<file path="src/design/dcq_pkg.sv">
// shared types, constants and helper functions for the dct coefficient quantizer
package dcq_pkg;

  // field widths
  localparam int unsigned COEFF_W = 16;
  localparam int unsigned POS_W   = 6;
  localparam int unsigned WT_W    = 8;
  localparam int unsigned SCALE_W = 10;

  // weight matrix geometry
  localparam int unsigned BLOCK_COEFFS = 64;
  localparam int unsigned NUM_MATRICES = 2;
  localparam int unsigned TBL_DEPTH    = NUM_MATRICES * BLOCK_COEFFS;
  localparam int unsigned TBL_AW       = $clog2(TBL_DEPTH);

  // divider widths: numerator is |coefficient| * 4, divisor is weight * scale
  localparam int unsigned NUM_W = COEFF_W + 2;
  localparam int unsigned DIV_W = WT_W + SCALE_W;
  localparam int unsigned Q_W   = NUM_W;

  // request type codes
  localparam logic REQ_QUANT = 1'b0;
  localparam logic REQ_LOAD  = 1'b1;

  // side information that travels with a coefficient through the divider
  typedef struct packed {
    logic             neg;
    logic             div_zero;
    logic [POS_W-1:0] pos;
    logic             eos;
  } meta_t;

  // one divider pipeline stage
  typedef struct packed {
    logic [DIV_W-1:0] rem;
    logic [NUM_W-1:0] num;
    logic [Q_W-1:0]   quo;
    logic [DIV_W-1:0] dvs;
    meta_t            meta;
  } div_stage_t;

  // one finished result
  typedef struct packed {
    logic signed [COEFF_W-1:0] quantized;
    logic [POS_W-1:0]          pos;
    logic                      eos;
  } res_t;

  // table address from matrix number and block position, both wrapped
  function automatic logic [TBL_AW-1:0] tbl_index(logic sel, logic [POS_W-1:0] pos);
    int unsigned m;
    int unsigned p;
    m = int'(sel) % NUM_MATRICES;
    p = int'(pos) % BLOCK_COEFFS;
    return TBL_AW'(m * BLOCK_COEFFS + p);
  endfunction

  // one restoring division step: bring down the numerator msb, try a subtract
  function automatic div_stage_t div_step(div_stage_t s);
    div_stage_t         r;
    logic [DIV_W:0]     part;
    logic [DIV_W:0]     diff;
    r    = s;
    part = {s.rem, s.num[NUM_W-1]};
    diff = part - {1'b0, s.dvs};
    r.num = {s.num[NUM_W-2:0], 1'b0};
    if (part >= {1'b0, s.dvs}) begin
      r.rem = diff[DIV_W-1:0];
      r.quo = {s.quo[Q_W-2:0], 1'b1};
    end else begin
      r.rem = part[DIV_W-1:0];
      r.quo = {s.quo[Q_W-2:0], 1'b0};
    end
    return r;
  endfunction

endpackage

</file>
<file path="src/design/dcq_in_if.sv">
// request channel: coefficients to quantize and weight loads
interface dcq_in_if;
  logic                               valid;
  logic                               ready;
  logic                               req_type;
  logic                               matrix_sel;
  logic [dcq_pkg::POS_W-1:0]          coeff_position;
  logic signed [dcq_pkg::COEFF_W-1:0] coefficient;
  logic [dcq_pkg::WT_W-1:0]           weight_value;
  logic                               end_of_slice;

  modport source (
    output valid, req_type, matrix_sel, coeff_position, coefficient, weight_value,
           end_of_slice,
    input  ready
  );
  modport sink (
    input  valid, req_type, matrix_sel, coeff_position, coefficient, weight_value,
           end_of_slice,
    output ready
  );
endinterface

</file>
<file path="src/design/dcq_out_if.sv">
// result channel: quantized coefficients
interface dcq_out_if;
  logic                               valid;
  logic                               ready;
  logic signed [dcq_pkg::COEFF_W-1:0] quantized;
  logic [dcq_pkg::POS_W-1:0]          position_out;
  logic                               end_of_slice_out;

  modport source (
    output valid, quantized, position_out, end_of_slice_out,
    input  ready
  );
  modport sink (
    input  valid, quantized, position_out, end_of_slice_out,
    output ready
  );
endinterface

</file>
<file path="src/design/dcq_ram.sv">
// generic single-write, single-read ram with registered read data
module dcq_ram #(
  parameter int unsigned WIDTH = 8,
  parameter int unsigned DEPTH = 128
) (
  input  logic                     clk_i,
  input  logic                     we_i,
  input  logic [$clog2(DEPTH)-1:0] waddr_i,
  input  logic [WIDTH-1:0]         wdata_i,
  input  logic                     re_i,
  input  logic [$clog2(DEPTH)-1:0] raddr_i,
  output logic [WIDTH-1:0]         rdata_o
);

  logic [WIDTH-1:0] mem_q [DEPTH];
  logic [WIDTH-1:0] rdata_q;

  // write port
  always_ff @(posedge clk_i) begin
    if (we_i) begin
      mem_q[waddr_i] <= wdata_i;
    end
  end

  // read port, data holds while not enabled
  always_ff @(posedge clk_i) begin
    if (re_i) begin
      rdata_q <= mem_q[raddr_i];
    end
  end

  assign rdata_o = rdata_q;

endmodule

</file>
<file path="src/design/dcq_div.sv">
// pipelined restoring divider, one quotient bit per stage
module dcq_div (
  input  logic                clk_i,
  input  logic                rst_ni,
  input  logic                en_i,
  input  logic                vld_i,
  input  dcq_pkg::div_stage_t stage_i,
  output logic                vld_o,
  output dcq_pkg::div_stage_t stage_o
);

  localparam int unsigned NSTG = dcq_pkg::Q_W;

  dcq_pkg::div_stage_t st_q [NSTG];
  dcq_pkg::div_stage_t st_d [NSTG];
  logic [NSTG-1:0]     vld_q;

  // each stage works on the previous stage's register
  always_comb begin
    st_d[0] = dcq_pkg::div_step(stage_i);
    for (int k = 1; k < NSTG; k++) begin
      st_d[k] = dcq_pkg::div_step(st_q[k-1]);
    end
  end

  // stage valid bits
  always_ff @(posedge clk_i or negedge rst_ni) begin
    if (!rst_ni) begin
      vld_q <= '0;
    end else if (en_i) begin
      vld_q <= {vld_q[NSTG-2:0], vld_i};
    end
  end

  // stage payload
  always_ff @(posedge clk_i) begin
    if (en_i) begin
      for (int k = 0; k < NSTG; k++) begin
        st_q[k] <= st_d[k];
      end
    end
  end

  assign vld_o   = vld_q[NSTG-1];
  assign stage_o = st_q[NSTG-1];

endmodule

</file>
<file path="src/design/dct_coefficient_quantizer_unit.sv">
// top level of the dct coefficient quantizer
// Quantizes one signed coefficient per cycle, unless the output buffer is full, as
// (coefficient * 4) / (weight * quant_scale), truncated toward zero and wrapped to 16 bits,
// with the weight read from a 128-entry luma/chroma matrix ram. Load transactions write
// one weight and give no result. A new request transaction is taken every cycle while the
// output buffer has room; the pipeline has one ram read, one multiply, 18 divider stages
// and one output register. A two-entry output buffer lets the pipeline keep moving while
// a result waits; the pipeline stalls only when both entries are full. The user must write
// quant_scale through quant_scale_we_i only while no transaction is in flight; the block
// does not enforce this. Weights are undefined until loaded.
module dct_coefficient_quantizer_unit (
  input  logic                          clk_i,
  input  logic                          rst_ni,
  input  logic                          quant_scale_we_i,
  input  logic [dcq_pkg::SCALE_W-1:0]   quant_scale_i,
  dcq_in_if.sink                        req_i,
  dcq_out_if.source                     rsp_o
);

  logic [dcq_pkg::SCALE_W-1:0] scale_q;

  logic                        adv;
  logic                        req_acc;
  logic                        tbl_we;
  logic [dcq_pkg::TBL_AW-1:0]  tbl_addr;
  logic [dcq_pkg::WT_W-1:0]    tbl_rdata;

  logic                               s1_vld_q;
  logic signed [dcq_pkg::COEFF_W-1:0] s1_coeff_q;
  logic [dcq_pkg::POS_W-1:0]          s1_pos_q;
  logic                               s1_eos_q;

  logic [dcq_pkg::COEFF_W:0]   c_ext;
  logic [dcq_pkg::COEFF_W:0]   c_mag;
  dcq_pkg::div_stage_t         s2_d;
  dcq_pkg::div_stage_t         s2_q;
  logic                        s2_vld_q;

  logic                        dv_vld;
  dcq_pkg::div_stage_t         dv_out;
  logic [dcq_pkg::Q_W-1:0]     q_signed;
  dcq_pkg::res_t               res;

  logic [1:0]                  ob_cnt_q;
  dcq_pkg::res_t               head_q;
  dcq_pkg::res_t               skid_q;
  logic                        push;
  logic                        pop;

  // quantizer scale register
  always_ff @(posedge clk_i or negedge rst_ni) begin
    if (!rst_ni) begin
      scale_q <= dcq_pkg::SCALE_W'(1);
    end else if (quant_scale_we_i) begin
      scale_q <= quant_scale_i;
    end
  end

  // pipeline moves unless the output buffer is full
  assign adv         = (ob_cnt_q != 2'd2);
  assign req_i.ready = adv;
  assign req_acc     = req_i.valid && adv;
  assign tbl_we      = req_acc && (req_i.req_type == dcq_pkg::REQ_LOAD);
  assign tbl_addr    = dcq_pkg::tbl_index(req_i.matrix_sel, req_i.coeff_position);

  // weight matrix storage
  dcq_ram #(
    .WIDTH (dcq_pkg::WT_W),
    .DEPTH (dcq_pkg::TBL_DEPTH)
  ) u_weight_ram (
    .clk_i   (clk_i),
    .we_i    (tbl_we),
    .waddr_i (tbl_addr),
    .wdata_i (req_i.weight_value),
    .re_i    (adv),
    .raddr_i (tbl_addr),
    .rdata_o (tbl_rdata)
  );

  // stage 1: coefficient waits for the weight read
  always_ff @(posedge clk_i or negedge rst_ni) begin
    if (!rst_ni) begin
      s1_vld_q <= 1'b0;
    end else if (adv) begin
      s1_vld_q <= req_acc && (req_i.req_type == dcq_pkg::REQ_QUANT);
    end
  end

  always_ff @(posedge clk_i) begin
    if (adv) begin
      s1_coeff_q <= req_i.coefficient;
      s1_pos_q   <= req_i.coeff_position;
      s1_eos_q   <= req_i.end_of_slice;
    end
  end

  // stage 2: divisor product and numerator magnitude
  always_comb begin
    c_ext = {s1_coeff_q[dcq_pkg::COEFF_W-1], s1_coeff_q};
    c_mag = s1_coeff_q[dcq_pkg::COEFF_W-1] ? (~c_ext + 1'b1) : c_ext;
    s2_d               = '0;
    s2_d.num           = {c_mag[dcq_pkg::COEFF_W-1:0], 2'b00};
    s2_d.dvs           = dcq_pkg::DIV_W'(tbl_rdata) * dcq_pkg::DIV_W'(scale_q);
    s2_d.meta.neg      = s1_coeff_q[dcq_pkg::COEFF_W-1];
    s2_d.meta.div_zero = (tbl_rdata == '0) || (scale_q == '0);
    s2_d.meta.pos      = s1_pos_q;
    s2_d.meta.eos      = s1_eos_q;
  end

  always_ff @(posedge clk_i or negedge rst_ni) begin
    if (!rst_ni) begin
      s2_vld_q <= 1'b0;
    end else if (adv) begin
      s2_vld_q <= s1_vld_q;
    end
  end

  always_ff @(posedge clk_i) begin
    if (adv) begin
      s2_q <= s2_d;
    end
  end

  // divider pipeline
  dcq_div u_div (
    .clk_i   (clk_i),
    .rst_ni  (rst_ni),
    .en_i    (adv),
    .vld_i   (s2_vld_q),
    .stage_i (s2_q),
    .vld_o   (dv_vld),
    .stage_o (dv_out)
  );

  // sign fix, wrap and zero-divisor override
  always_comb begin
    q_signed = dv_out.meta.neg ? (~dv_out.quo + 1'b1) : dv_out.quo;
    res.quantized = dv_out.meta.div_zero ? '0 : q_signed[dcq_pkg::COEFF_W-1:0];
    res.pos       = dv_out.meta.pos;
    res.eos       = dv_out.meta.eos;
  end

  // two-entry output buffer
  assign push = adv && dv_vld;
  assign pop  = rsp_o.valid && rsp_o.ready;

  always_ff @(posedge clk_i or negedge rst_ni) begin
    if (!rst_ni) begin
      ob_cnt_q <= 2'd0;
    end else begin
      ob_cnt_q <= ob_cnt_q + {1'b0, push} - {1'b0, pop};
    end
  end

  always_ff @(posedge clk_i) begin
    if (ob_cnt_q == 2'd2) begin
      if (pop) begin
        head_q <= skid_q;
      end
    end else if (ob_cnt_q == 2'd1) begin
      if (push && pop) begin
        head_q <= res;
      end else if (push) begin
        skid_q <= res;
      end
    end else begin
      if (push) begin
        head_q <= res;
      end
    end
  end

  assign rsp_o.valid            = (ob_cnt_q != 2'd0);
  assign rsp_o.quantized        = head_q.quantized;
  assign rsp_o.position_out     = head_q.pos;
  assign rsp_o.end_of_slice_out = head_q.eos;

endmodule

</file>
<file path="src/flat_wrapper.sv">
// flat-port wrapper written by rule: the top's interface ports become plain ports
module dct_coefficient_quantizer_unit_flat 
  (clk_i, rst_ni, quant_scale_we_i, quant_scale_i, req_i_valid, req_i_req_type, req_i_matrix_sel, req_i_coeff_position, req_i_coefficient, req_i_weight_value, req_i_end_of_slice, req_i_ready, rsp_o_valid, rsp_o_quantized, rsp_o_position_out, rsp_o_end_of_slice_out, rsp_o_ready);
  dcq_in_if req_i_i ();
  dcq_out_if rsp_o_i ();
  input  logic clk_i;
  input  logic rst_ni;
  input  logic quant_scale_we_i;
  input  logic [dcq_pkg::SCALE_W-1:0] quant_scale_i;
  input wire logic [$bits(req_i_i.valid)-1:0] req_i_valid;
  input wire logic [$bits(req_i_i.req_type)-1:0] req_i_req_type;
  input wire logic [$bits(req_i_i.matrix_sel)-1:0] req_i_matrix_sel;
  input wire logic [$bits(req_i_i.coeff_position)-1:0] req_i_coeff_position;
  input wire logic [$bits(req_i_i.coefficient)-1:0] req_i_coefficient;
  input wire logic [$bits(req_i_i.weight_value)-1:0] req_i_weight_value;
  input wire logic [$bits(req_i_i.end_of_slice)-1:0] req_i_end_of_slice;
  output wire logic [$bits(req_i_i.ready)-1:0] req_i_ready;
  output wire logic [$bits(rsp_o_i.valid)-1:0] rsp_o_valid;
  output wire logic [$bits(rsp_o_i.quantized)-1:0] rsp_o_quantized;
  output wire logic [$bits(rsp_o_i.position_out)-1:0] rsp_o_position_out;
  output wire logic [$bits(rsp_o_i.end_of_slice_out)-1:0] rsp_o_end_of_slice_out;
  input wire logic [$bits(rsp_o_i.ready)-1:0] rsp_o_ready;
  assign req_i_i.valid = req_i_valid;
  assign req_i_i.req_type = req_i_req_type;
  assign req_i_i.matrix_sel = req_i_matrix_sel;
  assign req_i_i.coeff_position = req_i_coeff_position;
  assign req_i_i.coefficient = req_i_coefficient;
  assign req_i_i.weight_value = req_i_weight_value;
  assign req_i_i.end_of_slice = req_i_end_of_slice;
  assign req_i_ready = req_i_i.ready;
  assign rsp_o_valid = rsp_o_i.valid;
  assign rsp_o_quantized = rsp_o_i.quantized;
  assign rsp_o_position_out = rsp_o_i.position_out;
  assign rsp_o_end_of_slice_out = rsp_o_i.end_of_slice_out;
  assign rsp_o_i.ready = rsp_o_ready;
  dct_coefficient_quantizer_unit u_core (.clk_i(clk_i), .rst_ni(rst_ni), .quant_scale_we_i(quant_scale_we_i), .quant_scale_i(quant_scale_i), .req_i(req_i_i), .rsp_o(rsp_o_i));
endmodule
</file>
<file path="config.mk">
export PLATFORM = sky130hd
export DESIGN_NAME = dct_coefficient_quantizer_unit_flat
export DESIGN_NICKNAME = d
export VERILOG_FILES = /design/src/design/dcq_pkg.sv /design/src/design/dcq_in_if.sv /design/src/design/dcq_out_if.sv /design/src/design/dcq_ram.sv /design/src/design/dcq_div.sv /design/src/design/dct_coefficient_quantizer_unit.sv /design/src/flat_wrapper.sv
export SDC_FILE = /design/constraint.sdc
export NUM_CORES = 2
export LEC_CHECK = 0
export ABC_CLOCK_PERIOD_IN_PS = 65600
export BUFFER_PORTS_ARGS = -buffer_cell sky130_fd_sc_hd__buf_2
export CAP_MARGIN = 20
export CORE_MARGIN = 2
export CORE_UTILIZATION = 55
export DETAILED_ROUTE_END_ITERATION = 12
export GPL_ROUTABILITY_DRIVEN = 0
export GPL_TIMING_DRIVEN = 1
export PLACE_DENSITY = 0.8
export SKIP_LAST_GASP = 1
export SYNTH_ARGS = -nofsm -noshare
export SYNTH_HDL_FRONTEND = slang
export SYNTH_HIERARCHICAL = 1
export SYNTH_SLANG_ARGS = --single-unit
</file>
<file path="constraint.sdc">
create_clock -name clk_i -period 65.6 [get_ports clk_i]
set_input_delay 13.12 -clock clk_i [delete_from_list [all_inputs] [get_ports clk_i]]
set_output_delay 13.12 -clock clk_i [all_outputs]
set_load 0.05 [all_outputs]
</file>
Word-level counts from Yosys, hierarchy flattened
Memories as Yosys holds them, arrays and structs flattened. A register that Yosys moved wholly into a read port is not among the register bits.
Cells that the tools add are included.
{"block": "totals", "regBits": 144, "ram_bits": 2464, "output_inout_bits": 25, "elab_cells": 136, "memories": 2}
{"name": "u_core.u_div.st_q", "words": 18, "word_bits": 80, "read_ports": 18, "rd_ports_with_merged_regs": 0, "wr": 18, "line_no": "dcq_div.sv:14", "rtl": "dcq_pkg::div_stage_t st_q [NSTG];"}
{"name": "u_core.u_weight_ram.mem_q", "words": 128, "word_bits": 8, "read_ports": 1, "rd_ports_with_merged_regs": 1, "wr": 1, "line_no": "dcq_ram.sv:15", "rtl": "logic [WIDTH-1:0] mem_q [DEPTH];"}
{"block": "classes", "add_sub_neg": 23, "multipliers": 1, "n_lt_le_gt_ge": 18, "n_eq_ne": 5, "mux": 48, "n_bitwise": 5, "n_reduce_logical": 13}
{"op": "18-bit two-way mux", "n": 18}
{"op": "19-bit by 18-bit >= comparator with 1-bit output", "n": 17}
{"op": "18-bit subtractor", "n": 17}
{"op": "23-bit two-way mux", "n": 5}
{"op": "16-bit by 1-bit adder with 16-bit output (second input constant)", "n": 2}
{"op": "16-bit two-way mux", "n": 2}
{"op": "16-bit inverter", "n": 2}
{"op": "1-bit two-way mux", "n": 22}
{"op": "1-bit by 18-bit >= comparator with 1-bit output", "n": 1}
{"op": "8-bit by 10-bit multiplier with 18-bit output", "n": 1}
{"op": "1-bit by 18-bit subtractor with 18-bit output", "n": 1}
{"op": "15-bit two-way mux", "n": 1}
{"op": "10-bit zero test", "n": 1}
{"op": "8-bit zero test", "n": 1}
{"op": "7-bit by 6-bit adder with 7-bit output", "n": 1}
{"op": "1-bit logical AND", "n": 6}
{"op": "4-bit AND reduction", "n": 1}
{"op": "3-bit by 2-bit != test with 1-bit output (second input constant)", "n": 1}
{"op": "1-bit inverter", "n": 3}
{"op": "3-bit AND reduction", "n": 1}
{"op": "3-bit nonzero test", "n": 1}
{"op": "2-bit by 1-bit adder with 2-bit output", "n": 1}
{"op": "2-bit by 1-bit equality test with 1-bit output (second input constant)", "n": 1}
{"op": "2-bit equality test (second input constant)", "n": 1}
{"op": "5 further kinds", "n": 5}

Logic depth before layout (Yosys ltp)
An unclocked memory read counts as a cell.
{"block": "depth", "depth_word": 8, "depth_mapped": 17}

Modules after synthesis
The synthesis kept the hierarchy.
{"mod": "dcq_div", "n_inst": 1, "cells_each": 4315, "area_each_um2": 56221.4, "seq_area_each_um2": 34503.1}
{"mod": "dcq_ram", "n_inst": 1, "cells_each": 1635, "area_each_um2": 39745.6, "seq_area_each_um2": 30989.7}
{"mod": "dct_coefficient_quantizer_unit", "n_inst": 1, "cells_each": 651, "area_each_um2": 7724.9, "seq_area_each_um2": 3714.8}

Worst setup path before layout
No wires, ideal clock.
{"block": "synth_path", "kind": "register -> output", "startpoint": "reg u_core.ob_cnt_q[1]", "endpoint": "out req_i_ready", "arrival_time_ns": 33.624, "path_slack_ns": 18.856, "stages_incl_launch_ff": 4, "path_cell_list": "dfrtp_1 -> nor2b_1 -> inv_1 -> buf_1"}
{"block": "synth_between", "elab_chain_cells": 1}
{"element": "start, declared", "line_no": "dct_coefficient_quantizer_unit.sv:44", "rtl": "logic [1:0] ob_cnt_q;"}
{"element": "start signal, assigned", "line_no": "dct_coefficient_quantizer_unit.sv:151", "rtl": "ob_cnt_q <= ob_cnt_q + {1'b0, push} - {1'b0, pop};"}
{"element": "2-bit != test", "line_no": "dct_coefficient_quantizer_unit.sv:60", "rtl": "assign adv = (ob_cnt_q != 2'd2);"}
{"element": "end, declared", "line_no": "flat_wrapper.sv:17", "rtl": "output wire logic [$bits(req_i_i.ready)-1:0] req_i_ready;"}
Every way passes these cells.

Worst setup path in the final report
{"block": "layout_path", "startpoint": "in req_i_coeff_position[0]", "endpoint": "reg u_core.u_weight_ram.rdata_q[6], in the netlist u_core/u_weight_ram/rdata_o[6], read port of u_core.u_weight_ram.mem_q (data pin)"}
{"block": "layout_between", "elab_chain_cells": 1}
{"element": "start, declared", "line_no": "flat_wrapper.sv:13", "rtl": "input wire logic [$bits(req_i_i.coeff_position)-1:0] req_i_coeff_position;"}
{"element": "7-bit by 6-bit adder with 7-bit output", "line_no": "dcq_pkg.sv:55", "rtl": "return TBL_AW'(m * BLOCK_COEFFS + p);"}
{"element": "end, declared", "line_no": "dcq_ram.sv:16", "rtl": "logic [WIDTH-1:0] rdata_q;"}
Every way passes these cells.
A chain may end at the register's enable or synchronous reset.

==> impl_results.md <==
- Post-CTS setup repair buffer count: 0
- Tcrit/Tclk final: 0.2675
- Finished Layout Cells: 9179
- CP max FO: 60
- Layout net count: 7085
- Total GRT Usage: 0.2309
- Max Cap Viol: 0
- Wirelength, routed: 222000 µm
- Worst vdd ir: 0.06205 mV
- CTS clk-pin slew, worst paths: 70 ps
- Final Hold Fails: 0
- Die area: 0.1867 mm²
- Clock Root Buffer: clkbuf_16
- Initial antenna violation count: 9
- CTS H-tree depth: 4
- Setup crit start kind: primary input
- Largest net degree at the start of global routing: 194
- Clk buf depth: 3
- Max Freq: 57.00 MHz
- Min-Delay Path Class: reg2reg
- Ys Warns: 6
- Initial DRC Count: 6313
- CTS tree: done
- DR WL/cell: 24.18 µm
- DRT antenna net count: 0
- Endpoint class of the critical path: flip-flop
- Syn_area_per_cell: 15.72 µm²
- Slew Limit Fails: 0
- First-pass GRT wire length: 332000 µm
- Power density over cell area: 59.16 mW/mm²
- Resize count post-CTS: 0
- Max transition margin: 0.2380
- Number of CTS-inserted buffers: 213
- Failing checks: design-rule violations
- Signal arrival time at the worst endpoint: 18140 ps
- Layout cells sized above 1: 0.1573
- Hold Buf Count CTS: 0
- RSZ-0062 raised after global routing: no
- Cells after DPL: 8759
- Final setup viols: 0
- Post-Syn Area: 0.1008 mm²
- FP Rows: 157
- Setup Total Neg Slack: 0 ps
- Post-Synthesis Cells: 6411
- Status: finished, violations left
- Data required, critical path: 66190 ps
- IO buf count: 72
- Clock Latency Late Sink: 880 ps
- Setup Skew: 51.13 ps
- Drt via density: 6.216
- Minimum clock period: 17550 ps
- Die width: 432.1 µm
- Core ar.: 0.1825 mm²
- DP HPWL: 135300 µm
- Leak Pwr: 0.04045 µW
- Tightest Pin Transition: 1143 ps
- Vias in the first global route: 56.64k
- Global route total overflow: 0
- # clock sinks: 2239
- Area growth syn-to-layout: 10.62%
- Initial core utilization: 0.5523
- # IOs: 73
- Via count: 57.06k
- CP Class: in2reg
- Die Ht: 432.1 µm
- Pre-antenna DRT Iters: 12
- Drc violations: 2
critical path, stage by stage:
cell and delay, ps:
buf_8 420, buf_4 680, buf_16 320, buf_4 710
buf_4 410, buf_16 340, mux4_2 580, mux4_2 600
mux4_2 560, mux2_2 290
flip-flops by register name (all words and copies together), names as in the netlist, 2 cells and up:
| name | flops |
|---|---|
| u_core/u_div/vld_q | 18 |
| u_core/skid_q | 23 |
| u_core/s2_q | 43 |
| u_core/rsp_o.position_out | 6 |
| u_core/ob_cnt_q | 2 |
| u_core/scale_q | 10 |
| u_core/u_weight_ram/rdata_o | 8 |
| u_core/s1_coeff_q | 16 |
| u_core/rsp_o.quantized | 16 |
| u_core/s1_pos_q | 6 |
| u_core/u_weight_ram/mem_q | 1024 |
| u_core/u_div/st_q | 1063 |
worst paths after layout:
| kind | depth (start not counted) | from | slack [ps] | end |
|---|---|---|---|---|
| worst max-delay path | 10 | req_i_coeff_position[0] | 48050 | u_core/u_weight_ram/rdata_o[6]$_DFFE_PP_ |
| worst min-delay path | 0 | u_core/u_div/st_q[14][59]$_DFFE_PP_ | 400 | u_core/u_div/st_q[15][60]$_DFFE_PP_ |
| worst max register to register | 15 | u_core/u_weight_ram/rdata_o[2]$_DFFE_PP_ | 60360 | u_core/s2_q[19]$_DFFE_PN_ |
| worst min register to register | 0 | u_core/u_div/st_q[14][59]$_DFFE_PP_ | 400 | u_core/u_div/st_q[15][60]$_DFFE_PP_ |
| max in group asynchronous | 1 | rst_ni | 52520 | u_core/u_div/vld_q[5]$_DFFE_PN0P_ |
| min in group asynchronous | 1 | rst_ni | 12460 | u_core/ob_cnt_q[0]$_DFF_PN0_ |
power breakdown:
group	leakage [µW]	internal [µW]	switching, µW
sequential	0.0216	2290	208
combinational	0.0153	1180	1640
clock	0.00352	739	541
total	0.0405	4200	2390
per-layer routing:
metal | wire (µm) | GRT usage
met5 | 108 | 0
met4 | 9951 | 0.09383
met3 | 22120 | 0.05086
met2 | 110500 | 0.3912
met1 | 79340 | 0.2891
cells in the final DEF (no fill, tap or decap), types with 34 or more instances in the layout:
cell type,instances
o31ai_1,48
nand3_1,68
bufinv_16,35
ha_1,367
clkbuf_1,37
a21oi_1,269
xnor2_1,148
clkinv_2,37
nor2b_1,51
conb_1,39
edfxtp_1,2207
o21bai_1,37
clkinv_1,38
o21ai_0,239
nor2_1,348
inv_1,483
a21o_1,118
o21a_1,68
a211oi_1,34
nor3_1,60
fa_1,65
buf_2,63
xor2_1,94
nand4_1,57
clkbuf_16,214
buf_4,41
nand2_1,317
nand2b_1,37
mux2_2,176
mux4_2,336
and2_1,98
layout make-up:
type | instances | area (µm²)
Multi-Input combinational cell | 3532 | 31210
Antenna cell | 3 | 7.507
Clock buffer | 250 | 5469
Inverter | 487 | 1836
Sequential cell | 2239 | 67080
Clock inverter | 151 | 1832
Timing Repair Buffer | 132 | 1086
Tap cell | 2385 | 2984
Fill cell | 12465 | 70990
metrics by stage:
| stage | hold slack (ps) | worst slack (ps) | cell area (µm²) | total power [µW] | util |
|---|---|---|---|---|---|
| floorplan | 400.3 | 20750 | 100900 | 5064 | - |
| global placement | 400.2 | 47040 | 103900 | 5116 | 0.5695 |
| detailed placement | 404.5 | 46840 | 103900 | 5239 | 0.5695 |
| CTS | 402.2 | 47640 | 111200 | 6552 | 0.6095 |
| global route | 415.4 | 47700 | 111500 | 7002 | 0.6110 |
| finish | 404.6 | 48050 | 111500 | 6597 | 0.6110 |
No activity file was read; power rests on OpenSTA's default activity.
